===== src/hw/rtl/slir_pkg.sv =====
// ----------------------------------------------------------------------------
// slir_pkg
// Shared types, constants and the interpolation function of the resampler.
// ----------------------------------------------------------------------------
package slir_pkg;

    localparam int SAMPLE_BITS = 16;
    localparam int FRAC_BITS   = 16;
    localparam int MAX_RUN     = 8;

    localparam int PHASE_W     = 20;
    localparam int COUNT_W     = 24;
    localparam int CFG_DATA_W  = 24;
    localparam int CFG_IDX_W   = 2;
    localparam int RUN_W       = $clog2(MAX_RUN + 1);
    localparam int CMDQ_DEPTH  = 2;
    localparam int CMDQ_PTR_W  = $clog2(CMDQ_DEPTH);
    localparam int CMDQ_CNT_W  = $clog2(CMDQ_DEPTH + 1);
    localparam int PROD_W      = SAMPLE_BITS + FRAC_BITS + 2;

    localparam logic [PHASE_W-1:0] PHASE_ONE = PHASE_W'(1) << FRAC_BITS;

    localparam logic [CFG_IDX_W-1:0] REG_PHASE_STEP  = CFG_IDX_W'(0);
    localparam logic [CFG_IDX_W-1:0] REG_STEREO_MODE = CFG_IDX_W'(1);
    localparam logic [CFG_IDX_W-1:0] REG_SKIP_FRAMES = CFG_IDX_W'(2);
    localparam logic [CFG_IDX_W-1:0] REG_OUTPUT_CNT  = CFG_IDX_W'(3);

    localparam logic [PHASE_W-1:0] PHASE_STEP_RST = PHASE_W'(65536);

    typedef logic signed [SAMPLE_BITS-1:0] sample_t;

    typedef struct packed {
        logic [PHASE_W-1:0] phase_step;
        logic               stereo_mode;
        logic [COUNT_W-1:0] skip_frames;
        logic [COUNT_W-1:0] output_count;
    } cfg_t;

    typedef struct packed {
        logic    interp;
        logic    eos;
        sample_t s0_left;
        sample_t s0_right;
        sample_t s1_left;
        sample_t s1_right;
    } cmd_t;

    typedef enum logic {
        ST_IDLE,
        ST_RUN
    } back_state_t;

    function automatic sample_t lerp(sample_t s0, sample_t s1, logic [FRAC_BITS-1:0] frac);
        logic signed [SAMPLE_BITS:0]   diff;
        logic signed [PROD_W-1:0]      prod;
        logic signed [PROD_W-1:0]      shifted;
        diff    = {s1[SAMPLE_BITS-1], s1} - {s0[SAMPLE_BITS-1], s0};
        prod    = PROD_W'(diff) * $signed(PROD_W'({1'b0, frac}));
        shifted = prod >>> FRAC_BITS;
        return s0 + sample_t'(shifted[SAMPLE_BITS-1:0]);
    endfunction

endpackage


===== src/hw/rtl/slir_front.sv =====
// ----------------------------------------------------------------------------
// slir_front
// Accepts source frames, drops skipped frames, keeps the previous frame and
// queues interpolation and clear commands for the back end.
// ----------------------------------------------------------------------------
module slir_front (
    input  logic             clk,
    input  logic             rst_n,
    input  slir_pkg::cfg_t   cfg,
    input  logic             push,
    output logic             full,
    input  slir_pkg::sample_t left_in,
    input  slir_pkg::sample_t right_in,
    input  logic             end_of_source,
    output logic             q_push,
    output slir_pkg::cmd_t   q_data,
    input  logic             q_full
);
    import slir_pkg::*;

    logic [COUNT_W-1:0] frames_seen_reg, frames_seen_next;
    logic               have_prev_reg, have_prev_next;
    sample_t            prev_left_reg, prev_left_next;
    sample_t            prev_right_reg, prev_right_next;
    logic               accept;
    logic               is_skip;
    logic               is_interp;

    assign full      = q_full;
    assign accept    = push && !q_full;
    assign is_skip   = frames_seen_reg < cfg.skip_frames;
    assign is_interp = !is_skip && have_prev_reg;

    assign q_push          = accept && (is_interp || end_of_source);
    assign q_data.interp   = is_interp;
    assign q_data.eos      = end_of_source;
    assign q_data.s0_left  = prev_left_reg;
    assign q_data.s0_right = prev_right_reg;
    assign q_data.s1_left  = left_in;
    assign q_data.s1_right = right_in;

    always_comb
    begin
        frames_seen_next = frames_seen_reg;
        have_prev_next   = have_prev_reg;
        prev_left_next   = prev_left_reg;
        prev_right_next  = prev_right_reg;
        if (accept)
        begin
            if (end_of_source)
            begin
                frames_seen_next = '0;
                have_prev_next   = 1'b0;
            end
            else if (is_skip)
            begin
                frames_seen_next = frames_seen_reg + COUNT_W'(1);
            end
            else
            begin
                have_prev_next  = 1'b1;
                prev_left_next  = left_in;
                prev_right_next = right_in;
            end
        end
    end

    always_ff @(posedge clk or negedge rst_n)
    begin
        if (!rst_n)
        begin
            frames_seen_reg <= '0;
            have_prev_reg   <= 1'b0;
        end
        else
        begin
            frames_seen_reg <= frames_seen_next;
            have_prev_reg   <= have_prev_next;
        end
    end

    always_ff @(posedge clk)
    begin
        prev_left_reg  <= prev_left_next;
        prev_right_reg <= prev_right_next;
    end

endmodule


===== src/hw/rtl/slir_cmd_fifo.sv =====
// ----------------------------------------------------------------------------
// slir_cmd_fifo
// Short command queue between the front end and the back end.
// ----------------------------------------------------------------------------
module slir_cmd_fifo (
    input  logic           clk,
    input  logic           rst_n,
    input  logic           push,
    input  slir_pkg::cmd_t wr_data,
    output logic           full,
    input  logic           pop,
    output slir_pkg::cmd_t rd_data,
    output logic           empty
);
    import slir_pkg::*;

    cmd_t                  mem_reg [CMDQ_DEPTH];
    logic [CMDQ_PTR_W-1:0] wr_ptr_reg, wr_ptr_next;
    logic [CMDQ_PTR_W-1:0] rd_ptr_reg, rd_ptr_next;
    logic [CMDQ_CNT_W-1:0] cnt_reg, cnt_next;
    logic                  do_push;
    logic                  do_pop;

    assign full    = cnt_reg == CMDQ_CNT_W'(CMDQ_DEPTH);
    assign empty   = cnt_reg == '0;
    assign do_push = push && !full;
    assign do_pop  = pop && !empty;
    assign rd_data = mem_reg[rd_ptr_reg];

    always_comb
    begin
        wr_ptr_next = wr_ptr_reg;
        rd_ptr_next = rd_ptr_reg;
        cnt_next    = cnt_reg;
        if (do_push)
        begin
            wr_ptr_next = (wr_ptr_reg == CMDQ_PTR_W'(CMDQ_DEPTH - 1)) ? '0
                                                                       : wr_ptr_reg + 1'b1;
        end
        if (do_pop)
        begin
            rd_ptr_next = (rd_ptr_reg == CMDQ_PTR_W'(CMDQ_DEPTH - 1)) ? '0
                                                                       : rd_ptr_reg + 1'b1;
        end
        case ({do_push, do_pop})
            2'b10:   cnt_next = cnt_reg + 1'b1;
            2'b01:   cnt_next = cnt_reg - 1'b1;
            default: cnt_next = cnt_reg;
        endcase
    end

    always_ff @(posedge clk or negedge rst_n)
    begin
        if (!rst_n)
        begin
            wr_ptr_reg <= '0;
            rd_ptr_reg <= '0;
            cnt_reg    <= '0;
        end
        else
        begin
            wr_ptr_reg <= wr_ptr_next;
            rd_ptr_reg <= rd_ptr_next;
            cnt_reg    <= cnt_next;
        end
    end

    always_ff @(posedge clk)
    begin
        if (do_push)
        begin
            mem_reg[wr_ptr_reg] <= wr_data;
        end
    end

endmodule


===== src/hw/rtl/slir_back.sv =====
// ----------------------------------------------------------------------------
// slir_back
// Runs the phase loop for each queued frame pair and emits one interpolated
// word per cycle into the output register while that register is free.
// ----------------------------------------------------------------------------
module slir_back (
    input  logic              clk,
    input  logic              rst_n,
    input  slir_pkg::cfg_t    cfg,
    input  slir_pkg::cmd_t    q_data,
    input  logic              q_empty,
    output logic              q_pop,
    output logic              empty,
    input  logic              pop,
    output slir_pkg::sample_t left_out,
    output slir_pkg::sample_t right_out,
    output logic              run_last,
    output logic              count_done
);
    import slir_pkg::*;

    back_state_t        state_reg, state_next;
    cmd_t               cmd_reg, cmd_next;
    logic [PHASE_W:0]   phase_acc_reg, phase_acc_next;
    logic [COUNT_W-1:0] outputs_made_reg, outputs_made_next;
    logic [RUN_W-1:0]   run_cnt_reg, run_cnt_next;
    logic               out_valid_reg, out_valid_next;
    sample_t            out_left_reg, out_left_next;
    sample_t            out_right_reg, out_right_next;
    logic               out_last_reg, out_last_next;
    logic               out_done_reg, out_done_next;

    logic               out_free;
    logic               cont;
    logic               emit;
    logic               finish;
    logic [PHASE_W:0]   phase_sum;
    logic [COUNT_W:0]   made_inc;
    sample_t            lerp_left;
    sample_t            lerp_right;

    assign out_free  = !out_valid_reg || pop;
    assign phase_sum = phase_acc_reg + {1'b0, cfg.phase_step};
    assign made_inc  = {1'b0, outputs_made_reg} + (COUNT_W + 1)'(1);
    assign cont      = (run_cnt_reg < RUN_W'(MAX_RUN)) && (phase_acc_reg < {1'b0, PHASE_ONE})
                       && (outputs_made_reg < cfg.output_count);
    assign lerp_left  = lerp(cmd_reg.s0_left, cmd_reg.s1_left, phase_acc_reg[FRAC_BITS-1:0]);
    assign lerp_right = lerp(cmd_reg.s0_right, cmd_reg.s1_right,
                             phase_acc_reg[FRAC_BITS-1:0]);

    // next state
    always_comb
    begin
        state_next = state_reg;
        case (state_reg)
            ST_IDLE:
            begin
                if (!q_empty && q_data.interp)
                begin
                    state_next = ST_RUN;
                end
            end
            ST_RUN:
            begin
                if (!cont)
                begin
                    state_next = ST_IDLE;
                end
            end
            default: state_next = ST_IDLE;
        endcase
    end

    // control outputs
    always_comb
    begin
        q_pop  = 1'b0;
        emit   = 1'b0;
        finish = 1'b0;
        case (state_reg)
            ST_IDLE:
            begin
                q_pop = !q_empty;
            end
            ST_RUN:
            begin
                emit   = cont && out_free;
                finish = !cont;
            end
            default:
            begin
                q_pop = 1'b0;
            end
        endcase
    end

    always_comb
    begin
        cmd_next          = cmd_reg;
        phase_acc_next    = phase_acc_reg;
        outputs_made_next = outputs_made_reg;
        run_cnt_next      = run_cnt_reg;
        out_valid_next    = out_valid_reg && !pop;
        out_left_next     = out_left_reg;
        out_right_next    = out_right_reg;
        out_last_next     = out_last_reg;
        out_done_next     = out_done_reg;
        if (q_pop)
        begin
            cmd_next     = q_data;
            run_cnt_next = '0;
            if (!q_data.interp && q_data.eos)
            begin
                phase_acc_next    = '0;
                outputs_made_next = '0;
            end
        end
        if (emit)
        begin
            phase_acc_next    = phase_sum;
            outputs_made_next = made_inc[COUNT_W-1:0];
            run_cnt_next      = run_cnt_reg + RUN_W'(1);
            out_valid_next    = 1'b1;
            out_left_next     = lerp_left;
            out_right_next    = cfg.stereo_mode ? lerp_right : lerp_left;
            out_last_next     = !((run_cnt_reg < RUN_W'(MAX_RUN - 1))
                                  && (phase_sum < {1'b0, PHASE_ONE})
                                  && (made_inc < {1'b0, cfg.output_count}));
            out_done_next     = made_inc == {1'b0, cfg.output_count};
        end
        if (finish)
        begin
            if (cmd_reg.eos)
            begin
                phase_acc_next    = '0;
                outputs_made_next = '0;
            end
            else if (phase_acc_reg >= {1'b0, PHASE_ONE})
            begin
                phase_acc_next = phase_acc_reg - {1'b0, PHASE_ONE};
            end
        end
    end

    always_ff @(posedge clk or negedge rst_n)
    begin
        if (!rst_n)
        begin
            state_reg        <= ST_IDLE;
            phase_acc_reg    <= '0;
            outputs_made_reg <= '0;
            run_cnt_reg      <= '0;
            out_valid_reg    <= 1'b0;
        end
        else
        begin
            state_reg        <= state_next;
            phase_acc_reg    <= phase_acc_next;
            outputs_made_reg <= outputs_made_next;
            run_cnt_reg      <= run_cnt_next;
            out_valid_reg    <= out_valid_next;
        end
    end

    always_ff @(posedge clk)
    begin
        cmd_reg       <= cmd_next;
        out_left_reg  <= out_left_next;
        out_right_reg <= out_right_next;
        out_last_reg  <= out_last_next;
        out_done_reg  <= out_done_next;
    end

    assign empty      = !out_valid_reg;
    assign left_out   = out_left_reg;
    assign right_out  = out_right_reg;
    assign run_last   = out_last_reg;
    assign count_done = out_done_reg;

`ifndef SYNTHESIS
    a_run_bound: assert property (@(posedge clk) disable iff (!rst_n)
        (state_reg == ST_RUN) |-> (run_cnt_reg <= RUN_W'(MAX_RUN)))
        else $error("run counter beyond limit");

    a_eos_clear: assert property (@(posedge clk) disable iff (!rst_n)
        (finish && cmd_reg.eos) |=> (phase_acc_reg == '0 && outputs_made_reg == '0))
        else $error("state not cleared after end of source");

    a_count_done: assert property (@(posedge clk) disable iff (!rst_n)
        (emit && made_inc == {1'b0, cfg.output_count})
        |=> (count_done && outputs_made_reg == cfg.output_count))
        else $error("count_done does not match output count");

    a_no_emit_stalled: assert property (@(posedge clk) disable iff (!rst_n)
        (out_valid_reg && !pop) |-> !emit)
        else $error("word emitted over a waiting word");
`endif

endmodule


===== src/hw/rtl/stereo_linear_interp_resampler_unit.sv =====
// ----------------------------------------------------------------------------
// stereo_linear_interp_resampler_unit
// Stereo linear interpolation sample-rate converter with skip and count limit.
// ----------------------------------------------------------------------------
// path: an accepted frame goes into the command queue, then into the back end's
//   command register, and its first word is registered in the output register
// throughput: one word per cycle while the receiver keeps popping; a frame
//   gives at most MAX_RUN words and the next queued frame waits until its run ends
// reset: asynchronous, clears the frame control state and loads register defaults
module stereo_linear_interp_resampler_unit (
    input  logic                                clk,
    input  logic                                rst_n,
    input  logic                                wr_en,
    input  logic [slir_pkg::CFG_IDX_W-1:0]      wr_index,
    input  logic [slir_pkg::CFG_DATA_W-1:0]     wr_data,
    input  logic                                push,
    output logic                                full,
    input  slir_pkg::sample_t                   left_in,
    input  slir_pkg::sample_t                   right_in,
    input  logic                                end_of_source,
    output logic                                empty,
    input  logic                                pop,
    output slir_pkg::sample_t                   left_out,
    output slir_pkg::sample_t                   right_out,
    output logic                                run_last,
    output logic                                count_done
);
    import slir_pkg::*;

    cfg_t cfg_reg, cfg_next;
    cmd_t front_cmd;
    cmd_t back_cmd;
    logic front_push;
    logic q_full;
    logic q_empty;
    logic q_pop;

    always_comb
    begin
        cfg_next = cfg_reg;
        if (wr_en)
        begin
            case (wr_index)
                REG_PHASE_STEP:  cfg_next.phase_step   = wr_data[PHASE_W-1:0];
                REG_STEREO_MODE: cfg_next.stereo_mode  = wr_data[0];
                REG_SKIP_FRAMES: cfg_next.skip_frames  = wr_data[COUNT_W-1:0];
                REG_OUTPUT_CNT:  cfg_next.output_count = wr_data[COUNT_W-1:0];
                default:         cfg_next = cfg_reg;
            endcase
        end
    end

    always_ff @(posedge clk or negedge rst_n)
    begin
        if (!rst_n)
        begin
            cfg_reg.phase_step   <= PHASE_STEP_RST;
            cfg_reg.stereo_mode  <= 1'b1;
            cfg_reg.skip_frames  <= '0;
            cfg_reg.output_count <= '0;
        end
        else
        begin
            cfg_reg <= cfg_next;
        end
    end

    slir_front u_front (
        .clk           (clk),
        .rst_n         (rst_n),
        .cfg           (cfg_reg),
        .push          (push),
        .full          (full),
        .left_in       (left_in),
        .right_in      (right_in),
        .end_of_source (end_of_source),
        .q_push        (front_push),
        .q_data        (front_cmd),
        .q_full        (q_full)
    );

    slir_cmd_fifo u_cmd_fifo (
        .clk     (clk),
        .rst_n   (rst_n),
        .push    (front_push),
        .wr_data (front_cmd),
        .full    (q_full),
        .pop     (q_pop),
        .rd_data (back_cmd),
        .empty   (q_empty)
    );

    slir_back u_back (
        .clk        (clk),
        .rst_n      (rst_n),
        .cfg        (cfg_reg),
        .q_data     (back_cmd),
        .q_empty    (q_empty),
        .q_pop      (q_pop),
        .empty      (empty),
        .pop        (pop),
        .left_out   (left_out),
        .right_out  (right_out),
        .run_last   (run_last),
        .count_done (count_done)
    );

endmodule


===== config.mk =====
export PLATFORM = sky130hd
export DESIGN_NAME = stereo_linear_interp_resampler_unit
export DESIGN_NICKNAME = d
export VERILOG_FILES = /design/src/hw/rtl/slir_pkg.sv /design/src/hw/rtl/slir_front.sv /design/src/hw/rtl/slir_cmd_fifo.sv /design/src/hw/rtl/slir_back.sv /design/src/hw/rtl/stereo_linear_interp_resampler_unit.sv
export SDC_FILE = /design/constraint.sdc
export NUM_CORES = 2
export LEC_CHECK = 0
export BUFFER_PORTS_ARGS = -buffer_cell sky130_fd_sc_hd__buf_4
export CORE_AREA = 2 2 370 372
export CTS_CLUSTER_DIAMETER = 60
export DETAILED_ROUTE_END_ITERATION = 10
export DIE_AREA = 0 0 372 374
export PLACE_DENSITY = 0.56
export SYNTH_ARGS = -nofsm -noshare
export SYNTH_HDL_FRONTEND = slang
export SYNTH_SLANG_ARGS = --single-unit

===== constraint.sdc =====
create_clock -name clk -period 29.7 [get_ports clk]
set_clock_uncertainty 0.15 [all_clocks]
set_input_delay 1.485 -clock clk [delete_from_list [all_inputs] [get_ports clk]]
set_output_delay 1.485 -clock clk [all_outputs]
set_load 0.02 [all_outputs]

-- After elaboration in Yosys (flattened, before gate mapping)
Memory sizes are Yosys's and may differ from the RTL's.
Cells that the tools add are included.
- reductions and logical operators: 35
- add/subtract/negate cells: 13
- magnitude comparators: 8
- multiplexer cells: 30
- equality and inequality tests: 8
- multipliers: 2
- bitwise operators: 3
- operators with widths (kind ; number):
    $mux 24 ; 7
    $mux 21 ; 6
    $mul 17x17->32 ; 2
    $lt 24x24->1 ; 2
    $lt 21x17->1 const B ; 2
    $sub 16x16->17 ; 2
    $add 16x16->16 ; 2
    $add 24x1->25 const B ; 1
    $eq 25x24->1 ; 1
    $lt 25x24->1 ; 1
    $add 24x1->24 const B ; 1
    $add 21x20->21 ; 1
    $ge 21x17->1 const B ; 1
    $sub 21x17->21 const B ; 1
    $mux 16 ; 1
    $logic_and 1x1->1 ; 13
    $mux 1 ; 12
    $reduce_and 2->1 ; 6
    $eq 2x2->1 const B ; 4
    $logic_not 1->1 ; 8
    $mux 4 ; 2
    $reduce_bool 2->1 ; 3
    $add 4x1->4 const B ; 1
    $eq 2x1->1 const B ; 2
    12 further kinds ; 17
- RAM bits: 132
- input port bits: 64
- logic and storage cells: 125
- register bits: 280
- output and inout bits: 36
- memories: 1
- memories (name ; depth ; width ; rd ports ; clocked after memory_dff ; wr ports ; line ; source):
    u_cmd_fifo.mem_reg ; 2 ; 66 ; 1 ; 0 ; 1 ; slir_cmd_fifo.sv:17 ; cmd_t mem_reg [CMDQ_DEPTH];

-- Depth between registers and ports, before layout
- depth after elaboration: 9
- gate-level depth with buffers: 47
- gate-level depth less buffers: 47

-- By module
A second synthesis with hierarchy kept.
- cells, all modules: 4199
- area, all modules: 42723.5 um^2
- modules (own cells, without submodules) (module ; instances ; cells an instance ; area each (um^2) ; seq. area each (um^2)):
    slir_back ; 1 ; 3481 ; 31446.4 ; 4249.1
    slir_cmd_fifo ; 1 ; 223 ; 5069.9 ; 4063.9
    slir_front ; 1 ; 347 ; 3528.4 ; 1586.5
    stereo_linear_interp_resampler_unit ; 1 ; 148 ; 2678.8 ; 1729.2

-- Worst setup path after synthesis
No wires, ideal clock.
- path kind: reg2reg
- start: reg u_back.cmd_reg[48] (netlist bit)
- end: reg u_back.out_right_reg[15], in the netlist u_back.right_out[15], data pin
- stages on the path, launching flop included: 43
- required time: 29.290 ns
- library setup time: 0.260 ns
- arrival: 9.471 ns
- buffers on the path: 1
- path slack: 19.819 ns
- clock period less this slack: 9.881 ns
- path through: edfxtp_1 ha_1 fa_1 nor2b_1 o31a_1 nor4_1 or4_1 a31o_2 nor2b_1 a21boi_0 xnor2_1 buf_2 nand2_1 fa_1 fa_1 inv_1 fa_1 inv_1 [7 not listed] nor2_1 a221oi_1 a21oi_1 nor2b_1 o21a_1 nor2_1 xnor2_1 ha_1 a21oi_1 o21ai_0 a31o_2 a21oi_1 o211ai_1 a31o_2 a21oi_1 xnor2_1 xor2_1 mux2_2
- word-level cells in the longest chain between the ends: 4
- RTL lines (element ; line ; source):
    from (decl) ; slir_back.sv:23 ; cmd_t cmd_reg, cmd_next;
    from (signal assigned) ; slir_back.sv:167 ; cmd_reg <= cmd_next;
    $sub 16x16->17 ; slir_pkg.sv:57 ; diff = {s1[SAMPLE_BITS-1], s1} - {s0[SAMPLE_BITS-1], s0};
    $mul 17x17->32 ; slir_pkg.sv:58 ; prod = PROD_W'(diff) * $signed(PROD_W'({1'b0, frac}));
    $add 16x16->16 (*) ; slir_pkg.sv:60 ; return s0 + sample_t'(shifted[SAMPLE_BITS-1:0]);
    via u_back.lerp_left[15] ; slir_back.sv:39 ; sample_t lerp_left;
    $mux 16 (*) ; slir_back.sv:125 ; out_right_next = cfg.stereo_mode ? lerp_right : lerp_left;
    to (signal assigned) ; slir_back.sv:169 ; out_right_reg <= out_right_next;
    to (decl) ; slir_back.sv:29 ; sample_t out_right_reg, out_right_next;
Mark *: on every way through the listed nets, which the timed path passes. The rest lies on a longest branch.
A chain may end at the register's enable or synchronous reset.

-- Worst setup path in the final report
Ends and elaborated chain as after synthesis.

==> reports/qor.yml <==
route:
  viasPerCell: 4.58
  drc: 0
  dr_total_vias: 26200
  totalWireLength_um: 97900
  post_drt_wl_per_cell_um: 17.2
  ant_nets: 0
  first_pass_iters: 5
  drtIter0Drc: 1407
synthesis:
  synth_area_leaders: "fa_1, edfxtp_1, ha_1, dfrtp_1, inv_1"
  synth-edff-count: 263
  synth_top_area_share_pct: 26.6
  post_synth.cell_area_avg_sq_um: 10.5
  synthCells: 3814
  synth_area_leader_cell: "fa_1"
  synth-seq-cells: 412
  synthesis.nets: 4739
  ys_seq_area_share_pct: 28.9
  async_flop_share_pct: 36.2
  synthFlopType: "edfxtp_1"
  synth.distinct_cells: 77
  synth_area_sq_um: 40200
  yosysWarnings: 0
cells_and_area:
  drive_above_1_share_pct: 10.9
  syn2layout_area_growth_pct: 11.1
  largest_reg_flops: 132
  fill_cells: 13600
  final_nets: 4814
  final_common_cell: "inv_1"
  fin_cells: 5706
  final_cell_mix: "inv_1, fa_1, nand2_1"
worst_setup_path:
  cp_common_cell: "fa_1"
  r2r-start: "u_back.cmd_reg[48]"
  critPathSlowestCell: "or4_1"
  r2r_end: "u_back.right_out[15]"
  crit_path_start_kind: "flip-flop"
  critPathKind: "reg -> reg"
  crit_required_ns: 29.88
  reg2reg_depth: 46
  cp_num_buf_inv: 7
  cp_top_family: "adder cells"
  cp_max_fo: 16
  worstPathArrival_ns: 10.94
  critPathMaxStageDelay_ns: 0.57
  r2r_slack_ns: 18.93
  worst_setup_path_end_kind: "flip-flop"
timing:
  finalHoldViolCount: 0
  setup_viol: 0
  tightest_slew_ns: 1.20
  max_freq_mhz: 92.9
  rsz0062_at_grt: "false"
  maxSlewHeadroom_pct: 19.9
  slew_viol_final: 0
  fin_tns_setup_ns: 0
  layout_min_cycle_time_ns: 10.77
  timing.final.crit_share_pct: 36.2
min_path:
  worstHoldPathType: "reg -> reg"
  holdPathStages: 0
  worstHoldStart: "u_front.prev_left_reg[4]"
  hold_end: "u_cmd_fifo.mem_reg[1][52]"
floorplanning:
  die_area_sq_um: 139000
  die_w_um: 372
  core-area_sq_um: 135000
  num_rows: 135
  die_h_um: 374
  start_util_pct: 29.8
  num_io_pins: 100
outcome:
  status: "finished, final reports clean"
place:
  dp.cells: 5624
  place.port_buffers: 99
  gp_congestion: 0.847
  dp.final_hpwl_um: 72800
clock_tree:
  clk_pin_slew_ns: 0.06
  cts_hold_buffers: 0
  cts.path.max_buffers: 3
  htreeDepth: 2
  insertion_delay_ns: 0.60
  post_cts_buffers: 0
  cts_resized: 0
  root_buffer: "clkbuf_16"
  clkSinkCount: 412
  cts_tree: "built"
  cts_made_buffers: 44
grt:
  grt_max_degree: 79
  antenna_found_initial: 2
  grt_pass1_vias: 27900
  grt_first_pass_wirelength_um: 159000
  grt-ovfl-total: 0
  track_usage_pct: 14.5
flow_run:
  maxCapViolations: 0
## final cells by class
type / instances / area [sq um] / area share, %
multi-input cells: 2505 / 25300 / 56.5
inverters: 764 / 2870 / 6.42
well taps: 1781 / 2230 / 4.99
clock buffers: 50 / 1140 / 2.56
diodes: 2 / 5.00 / 0.0112
clock inverters: 30 / 324 / 0.725
repair buffers: 162 / 1220 / 2.73
flip-flops and latches: 412 / 11600 / 26.0
## worst max-delay path by stage
| stage | cells after the start | endpoint | slack, ns | from |
|---|---|---|---|---|
| CTS | 48 | u_back.right_out[15] | 18.92 | u_back.cmd_reg[33] |
| global route | 40 | u_back.right_out[14] | 18.04 | u_back.cmd_reg[49] |
| floorplan | 42 | u_back.right_out[15] | 19.82 | u_back.cmd_reg[48] |
| finish | 46 | u_back.right_out[15] | 18.93 | u_back.cmd_reg[48] |
| global placement | 48 | u_back.right_out[15] | 19.00 | u_back.cmd_reg[33] |
| detailed placement | 48 | u_back.right_out[15] | 18.95 | u_back.cmd_reg[33] |
## logic make-up after synthesis
kind of cell / after synthesis / synth area share [%]
buffers and inverters: 897 / 8.45
xor gates and xnor gates: 171 / 3.72
DFF: 412 / 28.9
and+or+nand+nor: 965 / 12.1
muxes: 153 / 4.27
AOI/OAI and AO/OA: 355 / 5.79
adders and majority gates: 861 / 36.8
## metal layers
| layer | part of all wire (%) | wire, um | track usage [%] | vias to the layer above |
|---|---|---|---|---|
| li1 | - | - | - | 12300 |
| met1 | 46 | 44900 | 20.2 | 13300 |
| met2 | 47 | 46500 | 23.9 | 501 |
| met3 | 4.2 | 4140 | 1.67 | 129 |
| met4 | 2.4 | 2350 | 3.77 | 0 |
| met5 | 0 | 0 | 0 | - |
## worst register-to-register path: cells and delay by family, from the launching register on
kind            cells  cell delay (ns)
simple gates       10             1.58
fa+ha+maj          10             4.22
buf+inv             7             0.52
mux                 1             0.27
compound gates     14             2.78
xor+xnor            4             0.59
flops               1             0.40
## stage by stage
| stage | instance area, sq um | setup WS [ns] | hold slack, ns | util, % |
|---|---|---|---|---|
| floorplan | 40200 | 19.82 | 0.271 | - |
| global placement | 43200 | 19.00 | 0.272 | 32.0 |
| detailed placement | 43200 | 18.95 | 0.280 | 32.0 |
| CTS | 44700 | 18.92 | 0.295 | 33.1 |
| global route | 44700 | 18.04 | 0.301 | 33.1 |
| finish | 44700 | 18.93 | 0.296 | 33.1 |
## cells in the mapped netlist (27+ instances only)
cell type	n
xor2_1	55
nand2_1	343
a21oi_1	105
fa_1	535
nor3_1	29
o21ai_0	65
nor2b_1	63
clkbuf_1	120
xnor2_1	116
mux2_2	150
nor2_1	125
inv_1	764
ha_1	326
dfrtp_1	147
a21o_1	49
nand3_1	56
nand2b_1	33
and2_1	208
o21a_1	27
edfxtp_1	263
Power is not shown: default switching activity piles up to over one toggle a cycle in this logic, so the estimate is an artifact.
